File: config.mk
export PLATFORM = sky130hd
export DESIGN_NAME = averaged_range_occupancy_detector_unit
export DESIGN_NICKNAME = d
export VERILOG_FILES = /design/src/hdl/ardo_pkg.sv /design/src/hdl/ardo_cell.sv /design/src/hdl/ardo_window.sv /design/src/hdl/averaged_range_occupancy_detector_unit.sv
export SDC_FILE = /design/constraint.sdc
export NUM_CORES = 2
export LEC_CHECK = 0
export ABC_AREA = 0
export BUFFER_PORTS_ARGS = -buffer_cell sky130_fd_sc_hd__buf_2
export CORE_MARGIN = 1.5
export CORE_UTILIZATION = 67
export DETAILED_ROUTE_END_ITERATION = 6
export PLACE_DENSITY = 0.81
export SETUP_SLACK_MARGIN = 0.3
export SLEW_MARGIN = 20
export SYNTH_ARGS = -nofsm -noshare
export SYNTH_HDL_FRONTEND = slang
export SYNTH_SLANG_ARGS = --single-unit
export TNS_END_PERCENT = 5
File: constraint.sdc
create_clock -name clk -period 96.1 [get_ports clk]
set_input_delay 0 -clock clk [delete_from_list [all_inputs] [get_ports clk]]
set_output_delay 0 -clock clk [all_outputs]
set_load 0.02 [all_outputs]
File: src/hdl/ardo_pkg.sv
package ardo_pkg;

  // Field widths
  localparam int ECHO_W    = 20;
  localparam int TIME_W    = 32;
  localparam int DIST_W    = 15;
  localparam int THR_W     = 15;
  localparam int DWELL_W   = 31;
  localparam int CFG_W     = 31;
  localparam int CFG_IDX_W = 2;

  // Width to cm conversion: width * 0.017 in Q16, truncated
  localparam int Q_FRAC    = 16;
  localparam int Q_COEF_W  = 11;
  localparam int MULT_W    = ECHO_W + Q_COEF_W;
  localparam logic [Q_COEF_W-1:0] Q16_FACTOR = 11'd1114;

  // Upper bound on the distance any 20-bit width converts to
  localparam int DIST_MAX  = 17824;

  // Register reset values
  localparam logic [THR_W-1:0]   THRESHOLD_RST = 15'd50;
  localparam logic [DWELL_W-1:0] DWELL_RST     = 31'd5000;
  localparam logic [DWELL_W-1:0] TOGGLE_RST    = 31'd0;

  // Configuration register indexes
  typedef enum logic [CFG_IDX_W-1:0] {
    REG_THRESHOLD = 2'd0,
    REG_DWELL     = 2'd1,
    REG_TOGGLE    = 2'd2
  } cfg_reg_t;

endpackage

File: src/hdl/ardo_cell.sv
// One tap of the sample window: holds a distance and passes it on when shifted.
module ardo_cell (
  input  logic                        clk,
  input  logic                        en,
  input  logic [ardo_pkg::DIST_W-1:0] d,
  output logic [ardo_pkg::DIST_W-1:0] q
);

  always_ff @(posedge clk) begin
    if (en) begin
      q <= d;
    end
  end

endmodule

File: src/hdl/ardo_window.sv
// Sample window as a shift line of cells, with fill count, running sum
// and the threshold product for the sample just added.
module ardo_window #(
  parameter int WINDOW = 100
) (
  input  logic                                clk,
  input  logic                                rst,
  input  logic                                shift,
  input  logic [ardo_pkg::DIST_W-1:0]         dist_in,
  input  logic [ardo_pkg::THR_W-1:0]          threshold,
  output logic [ardo_pkg::DIST_W+$clog2(WINDOW+1)-1:0] sum,
  output logic [ardo_pkg::DIST_W+$clog2(WINDOW+1)-1:0] thr_prod
);

  localparam int CNT_W = $clog2(WINDOW + 1);
  localparam int SUM_W = ardo_pkg::DIST_W + CNT_W;

  logic [ardo_pkg::DIST_W-1:0] tap [WINDOW+1];
  logic [CNT_W-1:0]            count;
  logic [CNT_W-1:0]            count_next;
  logic [SUM_W-1:0]            sum_next;
  logic [SUM_W-1:0]            thr_prod_next;
  logic                        full;

  assign tap[0] = dist_in;

  // Chain of cells; the last tap holds the oldest sample
  for (genvar i = 0; i < WINDOW; i++) begin : g_cell
    ardo_cell u_cell (
      .clk (clk),
      .en  (shift),
      .d   (tap[i]),
      .q   (tap[i+1])
    );
  end

  // Drop the oldest sample once the window is full
  assign full          = (count == CNT_W'(WINDOW));
  assign count_next    = full ? count : count + 1'b1;
  assign sum_next      = sum - (full ? SUM_W'(tap[WINDOW]) : '0) + SUM_W'(dist_in);
  assign thr_prod_next = SUM_W'(threshold) * SUM_W'(count_next);

  always_ff @(posedge clk) begin
    if (rst) begin
      count    <= '0;
      sum      <= '0;
      thr_prod <= '0;
    end else if (shift) begin
      count    <= count_next;
      sum      <= sum_next;
      thr_prod <= thr_prod_next;
    end
  end

`ifndef SYNTH
  a_count_bound: assert property (@(posedge clk) disable iff (rst)
    count <= CNT_W'(WINDOW))
    else $error("window fill count beyond window depth");

  a_sum_bound: assert property (@(posedge clk) disable iff (rst)
    32'(sum) <= 32'(count) * ardo_pkg::DIST_MAX)
    else $error("running sum exceeds largest possible window total");

  a_count_hold: assert property (@(posedge clk) disable iff (rst)
    !shift |=> $stable(count) && $stable(sum))
    else $error("window state changed without a shift");
`endif

endmodule

File: src/hdl/averaged_range_occupancy_detector_unit.sv
// Averaged range occupancy detector. Each input transaction carries an echo
// width in microseconds and a millisecond timestamp; each yields exactly one
// output transaction after it passes stage 1, stage 2 and the output register.
// One transaction is accepted every cycle unless the output stalls: the
// running sum in the window cell chain is updated once per sample, and the
// dwell and toggle timers once per sample in the final stage, so neither limits
// throughput. Average-above-threshold is decided as sum > threshold * count,
// so no divider is used. The window needs no clearing pass after reset; only
// filled entries are ever read. Configuration writes must be made while idle.
module averaged_range_occupancy_detector_unit #(
  parameter int WINDOW = 100
) (
  input  logic                                  clk,
  input  logic                                  rst,
  // configuration
  input  logic                                  cfg_write_enable,
  input  logic [ardo_pkg::CFG_IDX_W-1:0]        cfg_index,
  input  logic [ardo_pkg::CFG_W-1:0]            cfg_data,
  // input channel
  input  logic                                  in_valid,
  output logic                                  in_stall,
  input  logic [ardo_pkg::ECHO_W-1:0]           echo_width_us,
  input  logic [ardo_pkg::TIME_W-1:0]           time_ms,
  // output channel
  output logic                                  out_valid,
  input  logic                                  out_stall,
  output logic [ardo_pkg::DIST_W-1:0]           distance_cm,
  output logic                                  parked,
  output logic                                  beacon_level,
  output logic                                  pins_updated,
  output logic                                  dwell_running
);

  localparam int CNT_W = $clog2(WINDOW + 1);
  localparam int SUM_W = ardo_pkg::DIST_W + CNT_W;

  // Configuration registers
  logic [ardo_pkg::THR_W-1:0]   threshold;
  logic [ardo_pkg::DWELL_W-1:0] dwell_time;
  logic [ardo_pkg::DWELL_W-1:0] toggle_interval;

  always_ff @(posedge clk) begin
    if (rst) begin
      threshold       <= ardo_pkg::THRESHOLD_RST;
      dwell_time      <= ardo_pkg::DWELL_RST;
      toggle_interval <= ardo_pkg::TOGGLE_RST;
    end else if (cfg_write_enable) begin
      case (ardo_pkg::cfg_reg_t'(cfg_index))
        ardo_pkg::REG_THRESHOLD: threshold       <= cfg_data[ardo_pkg::THR_W-1:0];
        ardo_pkg::REG_DWELL:     dwell_time      <= cfg_data[ardo_pkg::DWELL_W-1:0];
        ardo_pkg::REG_TOGGLE:    toggle_interval <= cfg_data[ardo_pkg::DWELL_W-1:0];
        default: ;
      endcase
    end
  end

  // Pipeline handshake
  logic s1_valid, s2_valid;
  logic adv1, adv2, adv3;

  assign adv3     = s2_valid && (!out_valid || !out_stall);
  assign adv2     = s1_valid && (!s2_valid || adv3);
  assign adv1     = in_valid && (!s1_valid || adv2);
  assign in_stall = s1_valid && !adv2;

  // Stage 1: width to distance
  logic [ardo_pkg::MULT_W-1:0] echo_mult;
  logic [ardo_pkg::DIST_W-1:0] s1_dist;
  logic [ardo_pkg::TIME_W-1:0] s1_time;
  logic                        s1_test;
  logic                        test_mode;

  assign test_mode = (toggle_interval != '0);
  assign echo_mult = ardo_pkg::MULT_W'(echo_width_us) * ardo_pkg::MULT_W'(ardo_pkg::Q16_FACTOR);

  always_ff @(posedge clk) begin
    if (rst) begin
      s1_valid <= 1'b0;
    end else if (adv1) begin
      s1_valid <= 1'b1;
    end else if (adv2) begin
      s1_valid <= 1'b0;
    end
  end

  always_ff @(posedge clk) begin
    if (adv1) begin
      s1_dist <= test_mode ? '0 : echo_mult[ardo_pkg::Q_FRAC +: ardo_pkg::DIST_W];
      s1_time <= time_ms;
      s1_test <= test_mode;
    end
  end

  // Stage 2: window shift, running sum and threshold product
  logic [SUM_W-1:0]            win_sum;
  logic [SUM_W-1:0]            win_thr_prod;
  logic [ardo_pkg::DIST_W-1:0] s2_dist;
  logic [ardo_pkg::TIME_W-1:0] s2_time;
  logic                        s2_test;

  ardo_window #(
    .WINDOW (WINDOW)
  ) u_window (
    .clk       (clk),
    .rst       (rst),
    .shift     (adv2 && !s1_test),
    .dist_in   (s1_dist),
    .threshold (threshold),
    .sum       (win_sum),
    .thr_prod  (win_thr_prod)
  );

  always_ff @(posedge clk) begin
    if (rst) begin
      s2_valid <= 1'b0;
    end else if (adv2) begin
      s2_valid <= 1'b1;
    end else if (adv3) begin
      s2_valid <= 1'b0;
    end
  end

  always_ff @(posedge clk) begin
    if (adv2) begin
      s2_dist <= s1_dist;
      s2_time <= s1_time;
      s2_test <= s1_test;
    end
  end

  // Stage 3: presence, dwell timer and test toggle
  logic                        parked_flag, parked_flag_next;
  logic                        dwell_active, dwell_active_next;
  logic [ardo_pkg::TIME_W-1:0] dwell_start, dwell_start_next;
  logic                        toggle_armed, toggle_armed_next;
  logic [ardo_pkg::TIME_W-1:0] toggle_start, toggle_start_next;
  logic                        updated;
  logic                        above;
  logic [ardo_pkg::TIME_W-1:0] dwell_elapsed;
  logic [ardo_pkg::TIME_W-1:0] toggle_elapsed;

  assign above          = (win_sum > win_thr_prod);
  assign dwell_elapsed  = s2_time - dwell_start;
  assign toggle_elapsed = s2_time - toggle_start;

  always_comb begin
    parked_flag_next  = parked_flag;
    dwell_active_next = dwell_active;
    dwell_start_next  = dwell_start;
    toggle_armed_next = toggle_armed;
    toggle_start_next = toggle_start;
    updated           = 1'b0;
    if (s2_test) begin
      if (!toggle_armed) begin
        toggle_armed_next = 1'b1;
        toggle_start_next = s2_time;
      end else if (toggle_elapsed > {1'b0, toggle_interval}) begin
        parked_flag_next  = !parked_flag;
        toggle_start_next = s2_time;
        updated           = 1'b1;
      end
    end else begin
      if (above) begin
        if (parked_flag || dwell_active) begin
          parked_flag_next  = 1'b0;
          dwell_active_next = 1'b0;
          dwell_start_next  = '0;
          updated           = 1'b1;
        end
      end else if (!dwell_active) begin
        dwell_active_next = 1'b1;
        dwell_start_next  = s2_time;
      end
      // timer just started has zero elapsed time
      if (dwell_active_next && !parked_flag_next) begin
        if (dwell_active ? (dwell_elapsed >= {1'b0, dwell_time}) : (dwell_time == '0)) begin
          parked_flag_next = 1'b1;
          updated          = 1'b1;
        end
      end
    end
  end

  always_ff @(posedge clk) begin
    if (rst) begin
      parked_flag  <= 1'b0;
      dwell_active <= 1'b0;
      dwell_start  <= '0;
      toggle_armed <= 1'b0;
      toggle_start <= '0;
    end else if (adv3) begin
      parked_flag  <= parked_flag_next;
      dwell_active <= dwell_active_next;
      dwell_start  <= dwell_start_next;
      toggle_armed <= toggle_armed_next;
      toggle_start <= toggle_start_next;
    end
  end

  // Output register
  always_ff @(posedge clk) begin
    if (rst) begin
      out_valid <= 1'b0;
    end else if (adv3) begin
      out_valid <= 1'b1;
    end else if (!out_stall) begin
      out_valid <= 1'b0;
    end
  end

  always_ff @(posedge clk) begin
    if (adv3) begin
      distance_cm   <= s2_dist;
      parked        <= parked_flag_next;
      beacon_level  <= !parked_flag_next;
      pins_updated  <= updated;
      dwell_running <= dwell_active_next;
    end
  end

`ifndef SYNTH
  a_s1_hold: assert property (@(posedge clk) disable iff (rst)
    s1_valid && !adv2 |=> s1_valid && $stable(s1_time) && $stable(s1_dist))
    else $error("stage 1 transaction lost while blocked");

  a_test_keeps_dwell: assert property (@(posedge clk) disable iff (rst)
    adv3 && s2_test |=> $stable(dwell_active) && $stable(dwell_start))
    else $error("test mode transaction disturbed the dwell timer");
`endif

endmodule
**Word level (Yosys, flattened, before mapping)**

Cells that the tools add are included.

- Register bits after elaboration: 1813
- Bits of input ports: 90
- Output and inout port bits: 21
- Word-level logic and storage cells: 206

- Add/subtract/negate cells: 5
- Multipliers: 2
- Magnitude comparators: 3
- Equal/unequal tests: 7
- Multiplexer cells: 33
- Bitwise logic cells: 1
- Reductions and logical operators: 30

Operator list:

| operator | number |
|---|---|
| 32-bit two-way mux | 5 |
| 32-bit subtractor | 2 |
| 32-bit by 31-bit greater-or-equal comparator with 1-bit output | 1 |
| 32-bit by 31-bit greater-than comparator with 1-bit output | 1 |
| 31-bit zero test | 1 |
| 31-bit nonzero test | 1 |
| 20-bit by 10-bit multiplier with 30-bit output (second input constant) | 1 |
| 1-bit two-way mux | 26 |
| 22-bit by 15-bit adder with 22-bit output | 1 |
| 22-bit greater-than comparator | 1 |
| 15-bit by 7-bit multiplier with 22-bit output | 1 |
| 22-bit subtractor | 1 |
| 15-bit two-way mux | 1 |
| 1-bit zero test | 9 |
| 2-bit by 1-bit != test with 1-bit output (second input constant) | 4 |
| 2-bit AND reduction | 4 |
| 7-bit by 1-bit adder with 7-bit output (second input constant) | 1 |
| 7-bit == test (second input constant) | 1 |
| 7-bit two-way mux | 1 |
| 1-bit logical AND | 6 |
| 1-bit logical OR | 4 |
| 4-bit AND reduction | 1 |
| 2-bit nonzero test | 2 |
| 3-bit AND reduction | 1 |
| other kinds (4) | 4 |

**Logic depth before layout (Yosys ltp)**

- Word-level depth: 9
- Depth in mapped cells: 27
- Depth with buffers taken out: 25

**Modules after synthesis**

A second synthesis with hierarchy kept.

- Cell total of the unflattened synthesis: 4135
- Area total of the unflattened synthesis: 69138.8 sq um

By module, submodules not included:

| module | times used | cells an instance | area an instance (sq um) | seq. area each (sq um) |
|---|---|---|---|---|
| ardo_cell | 100 | 15 | 450.4 | 450.4 |
| averaged_range_occupancy_detector_unit | 1 | 1795 | 17053.9 | 6396.1 |
| ardo_window | 1 | 840 | 7041.8 | 1021.0 |

**Worst setup path after synthesis**

No wires, ideal clock.

- Path kind: register to register
- Start: reg out_valid
- End: reg u_window.count[5]
- Library setup time: 1.952 ns
- Data arrival time: 42.338 ns
- Required time: 94.148 ns
- Path slack: 51.810 ns
- Cell stages (with the launch flop): 7
- Buffers on the path: 1
- Clock period less this slack: 44.290 ns
- Path through: dfxtp_1 > and3_1 > nand2b_1 > or2_2 > clkinv_1 > clkbuf_1 > a211oi_1

- Cells in the longest elaborated chain, start to end: 6

RTL lines:

| item | line | RTL |
|---|---|---|
| start, declared | averaged_range_occupancy_detector_unit.sv:25 | `output logic out_valid,` |
| start signal, assigned | averaged_range_occupancy_detector_unit.sv:203 | `out_valid <= 1'b0;` |
| start signal, assigned | averaged_range_occupancy_detector_unit.sv:205 | `out_valid <= 1'b1;` |
| start signal, assigned | averaged_range_occupancy_detector_unit.sv:207 | `out_valid <= 1'b0;` |
| 1-bit zero test | averaged_range_occupancy_detector_unit.sv:61 | `assign adv3 = s2_valid && (!out_valid \|\| !out_stall);` |
| 1-bit logical OR | averaged_range_occupancy_detector_unit.sv:61 |  |
| 1-bit logical AND | averaged_range_occupancy_detector_unit.sv:61 |  |
| 1-bit logical OR | averaged_range_occupancy_detector_unit.sv:62 | `assign adv2 = s1_valid && (!s2_valid \|\| adv3);` |
| 1-bit logical AND | averaged_range_occupancy_detector_unit.sv:62 |  |
| 1-bit logical AND | averaged_range_occupancy_detector_unit.sv:106 | `.shift (adv2 && !s1_test),` |
| via u_window.g_cell[0].u_cell.en | ardo_cell.sv:4 | `input logic en,` |
| end signal, assigned | ardo_window.sv:49 | `count <= count_next;` |
| end, declared | ardo_window.sv:19 | `logic [CNT_W-1:0] count;` |

The timed path passes the listed nets, and every way through them passes these cells.
A chain may end at the register's enable or synchronous reset.

**Worst setup path after layout**

- Start: reg s2_time[0] (netlist bit)
- End: reg toggle_start[27] (netlist bit)

- Cells in the longest elaborated chain, start to end: 4

RTL lines:

| item | line | RTL |
|---|---|---|
| start, declared | averaged_range_occupancy_detector_unit.sv:98 | `logic [ardo_pkg::TIME_W-1:0] s2_time;` |
| start signal, assigned | averaged_range_occupancy_detector_unit.sv:126 | `s2_time <= s1_time;` |
| 32-bit subtractor | averaged_range_occupancy_detector_unit.sv:144 | `assign toggle_elapsed = s2_time - toggle_start;` |
| 32-bit by 31-bit greater-than comparator with 1-bit output | averaged_range_occupancy_detector_unit.sv:157 | `end else if (toggle_elapsed > {1'b0, toggle_interval}) begin` |
| 2-bit by 1-bit != test with 1-bit output (no source line) | n/a |  |
| 3-bit AND reduction (no source line) | n/a |  |
| end signal, assigned | averaged_range_occupancy_detector_unit.sv:196 | `toggle_start <= toggle_start_next;` |
| end, declared | averaged_range_occupancy_detector_unit.sv:136 | `logic [ardo_pkg::TIME_W-1:0] toggle_start, toggle_start_next;` |

No other way between the ends.

==> results_dict.tcl <==
set metrics [dict create \
    whs_ns 0.0288 \
    yosys_warnings 0 \
    r2r_cells 25 \
    slew_headroom 0.159 \
    worstSetupEndpointType "flop" \
    synth_top_area_frac 0.696 \
    dr.pass1.iters 7 \
    grt_overflow 0 \
    rows 118 \
    path_delay_family "compound AO/OA/AOI/OAI gates" \
    async_flop_share 0 \
    wl_met1_um 59500 \
    fin_skew_ns 0.0375 \
    worstSetupEndpoint "toggle_start[27]" \
    grt_max_degree 225 \
    cts-buffers-inserted 168 \
    path_max_fanout 47 \
    clk_pin_slew_ns 0.07 \
    ys_seq_area_frac 0.753 \
    gp_congestion 0.920 \
    final_cells 6093 \
    finalPower_mw 1.78 \
    vdd_drop_max_uv 23.0 \
    slowest_delay_ns 0.62 \
    htreeDepth 4 \
    die-area_um2 106000 \
    finalHoldViolations 0 \
    num_io_pins 111 \
    synth_area_leader_cell "edfxtp_1" \
    cp.depth 25 \
    synth-edff-count 1615 \
    rsz0062_at_grt "false" \
    cp_data_required_time_ns 96.75 \
    drc_errors 234 \
    r2r_start "s2_time[0]" \
    grt_pass1_vias 37760 \
    worst_slew_pin_slew_ns 1.25 \
    maxCapViolCount 0 \
    grt_pass1_wl_um 236000 \
    synthFlopType "edfxtp_1" \
    hp-class "primary input to flop" \
    met2WireLength_um 75500 \
    cts_resized 0 \
    synth.most_common_cell "edfxtp_1" \
    drt-initial-drc-count 5399 \
    io_buffers 110 \
    die_y_um 326 \
    dr.max_layer_used "met5" \
    worstPathArrival_ns 7.61 \
    critical_path_class "flop to flop" \
    worstSkewPairLatency_ns 0.78 \
    ys_seq_elements 1813 \
    reg2reg_to "toggle_start[27]" \
    r2r_slack_ns 89.14 \
    core_area_um2 103000 \
    crit_start "s2_time[0]" \
    start_util 0.674 \
    root_buffer "clkbuf_16" \
    drt-total-wl_um 159000 \
    ys_types 82 \
    die_x_um 326 \
    vias_per_cell 6.22 \
    period_share 0.0724 \
    critPathLaunchType "flop" \
    postCtsSetupBuffers 0 \
    violations "DRC" \
    grt_antenna_before_repair 10 \
    path_buf_inv 3 \
    slew_viol_final 0 \
    synthTopCellsByCount "edfxtp_1 (1,615), inv_1 (361), nand2_1 (344)" \
    layout.nets 5097 \
    num_vias 37877 \
    p_leak_nw 25.0 \
    cts.sinks 1813 \
    met3_length_um 13900 \
    syn2layout_area_growth_pct 12.9 \
    finalSetupViolCount 0 \
    powerDensity_nw_per_um2 22.7 \
    placedCellCount 5662 \
    ant_nets 0 \
    grt_util_all_layers 0.300 \
    tns_ns 0 \
    synthCells 4250 \
    setup_slack_ns 89.14 \
    synth_area_leaders "edfxtp_1 (70%), dfxtp_1 (5.7%), ha_1 (5.6%)" \
    syn_area_um2 69700 \
    place_ws_ns 89.48 \
    dp_hpwl_um 78000 \
    syn_nets 4778 \
    wl_per_cell_um 26.0 \
    slowest_stage "buf_4" \
    clock_path_buffers 3 \
    syn_area_per_cell_um2 16.4 \
    fin_crit_ns 6.96 \
    outcome "complete, but fails checks" \
    drive_above_1_share 0.0935 \
    cts_tree "done" \
    fmax_mhz 144 \
]
## where the power goes
group | switching [mW] | internal (mW)
registers | 0.0137 | 0.873
logic | 0.134 | 0.0764
clock network | 0.310 | 0.377
total | 0.458 | 1.33
## how the worst min path moves through the flow
| stage | startpoint | endpoint | slack (ns) | cells after the start |
|---|---|---|---|---|
| final | echo_width_us[17] | s1_dist[2] | 0.03 | 5 |
| after global routing | time_ms[27] | s1_time[27] | 0.01 | 2 |
| after CTS | echo_width_us[16] | s1_dist[1] | 0.0003 | 5 |
| after detailed placement | time_ms[13] | s1_time[13] | 0.18 | 1 |
| after global placement | time_ms[4] | s1_time[4] | 0.18 | 1 |
| after floorplan | time_ms[0] | s1_time[0] | 0.1 | 0 |
## state kept, by name (all words and copies together), names as in the netlist, 7 cells and up
register	cells
u_window.g_cell.u_cell.q	1500
toggle_interval	31
s1_time	32
distance_cm	15
s1_dist	15
dwell_time	31
s2_time	32
u_window.count	7
threshold	15
dwell_start	32
toggle_start	32
u_window.sum	22
s2_dist	15
u_window.thr_prod	22
## worst register-to-register path, stage by stage, from the launching register on
cell	delay [ns]
edfxtp_1	0.41
inv_1	0.12
ha_1	0.21
inv_1	0.06
fa_1	0.41
nand3_1	0.13
a211o_1	0.18
nand4_1	0.12
a221o_1	0.39
a311o_1	0.48
a211oi_2	0.28
a21oi_1	0.15
a41oi_2	0.27
a21oi_1	0.12
xor2_1	0.16
ha_1	0.21
a2111o_1	0.43
o32ai_1	0.28
a31oi_1	0.09
o311ai_0	0.13
nand2_1	0.13
a2111oi_2	0.49
a21o_2	0.51
buf_4	0.62
nand4_1	0.26
o311ai_2	0.17
## per-stage QoR
step                 util  cell area, um2
floorplan               -           69700
global placement    0.695           71800
detailed placement  0.695           71900
CTS                 0.759           78500
global route        0.761           78700
finish              0.761           78700
## metal layers
layer | up-vias | global-route usage
met3 | 734 | 0.0712
met1 | 18567 | 0.396
met4 | 10 | 0.152
li1 | 16343 | -
met5 | - | 0
met2 | 2223 | 0.474
## layout make-up
cell class              instances  area (um2)
flip-flops and latches       1813       52500
well taps                    1380        1730
clock inverters               104        1080
diodes                          5        12.5
repair buffers                257        2120
inverters                     363        1370
multi-input cells            1966       15400
clock buffers                 205        4450
fillers                      5541       24700
## layout by cell type, fill, tap and decap left out, drive strengths merged, types with 47 or more instances in the layout
master and n:
a21o 53, a21oi 227, a31oi 47, and2 68, buf 146, clkbuf 205, clkinv 71, dfxtp 198
dlygate4sd3 111, edfxtp 1615, fa 126, ha 312, inv 373, nand2 344, nand3 74, nand4 56
nor2 99, o21ai 58, xnor2 69
## cells by family after synthesis
group | after synthesis | synth area share
xor+xnor | 99 | 0.0124
compound gates | 577 | 0.0557
mux | 3 | 0.000467
simple gates | 849 | 0.0604
fa+ha+maj | 438 | 0.0922
buf+inv | 471 | 0.0260
flops | 1813 | 0.753
## repair_timing
action	4_1_cts	5_1_grt
endpoints found under the setup margin	0	0
hold buffers	111	0
endpoints found under the hold margin	136	0
Note: power is estimated with default switching activity, not from simulation.
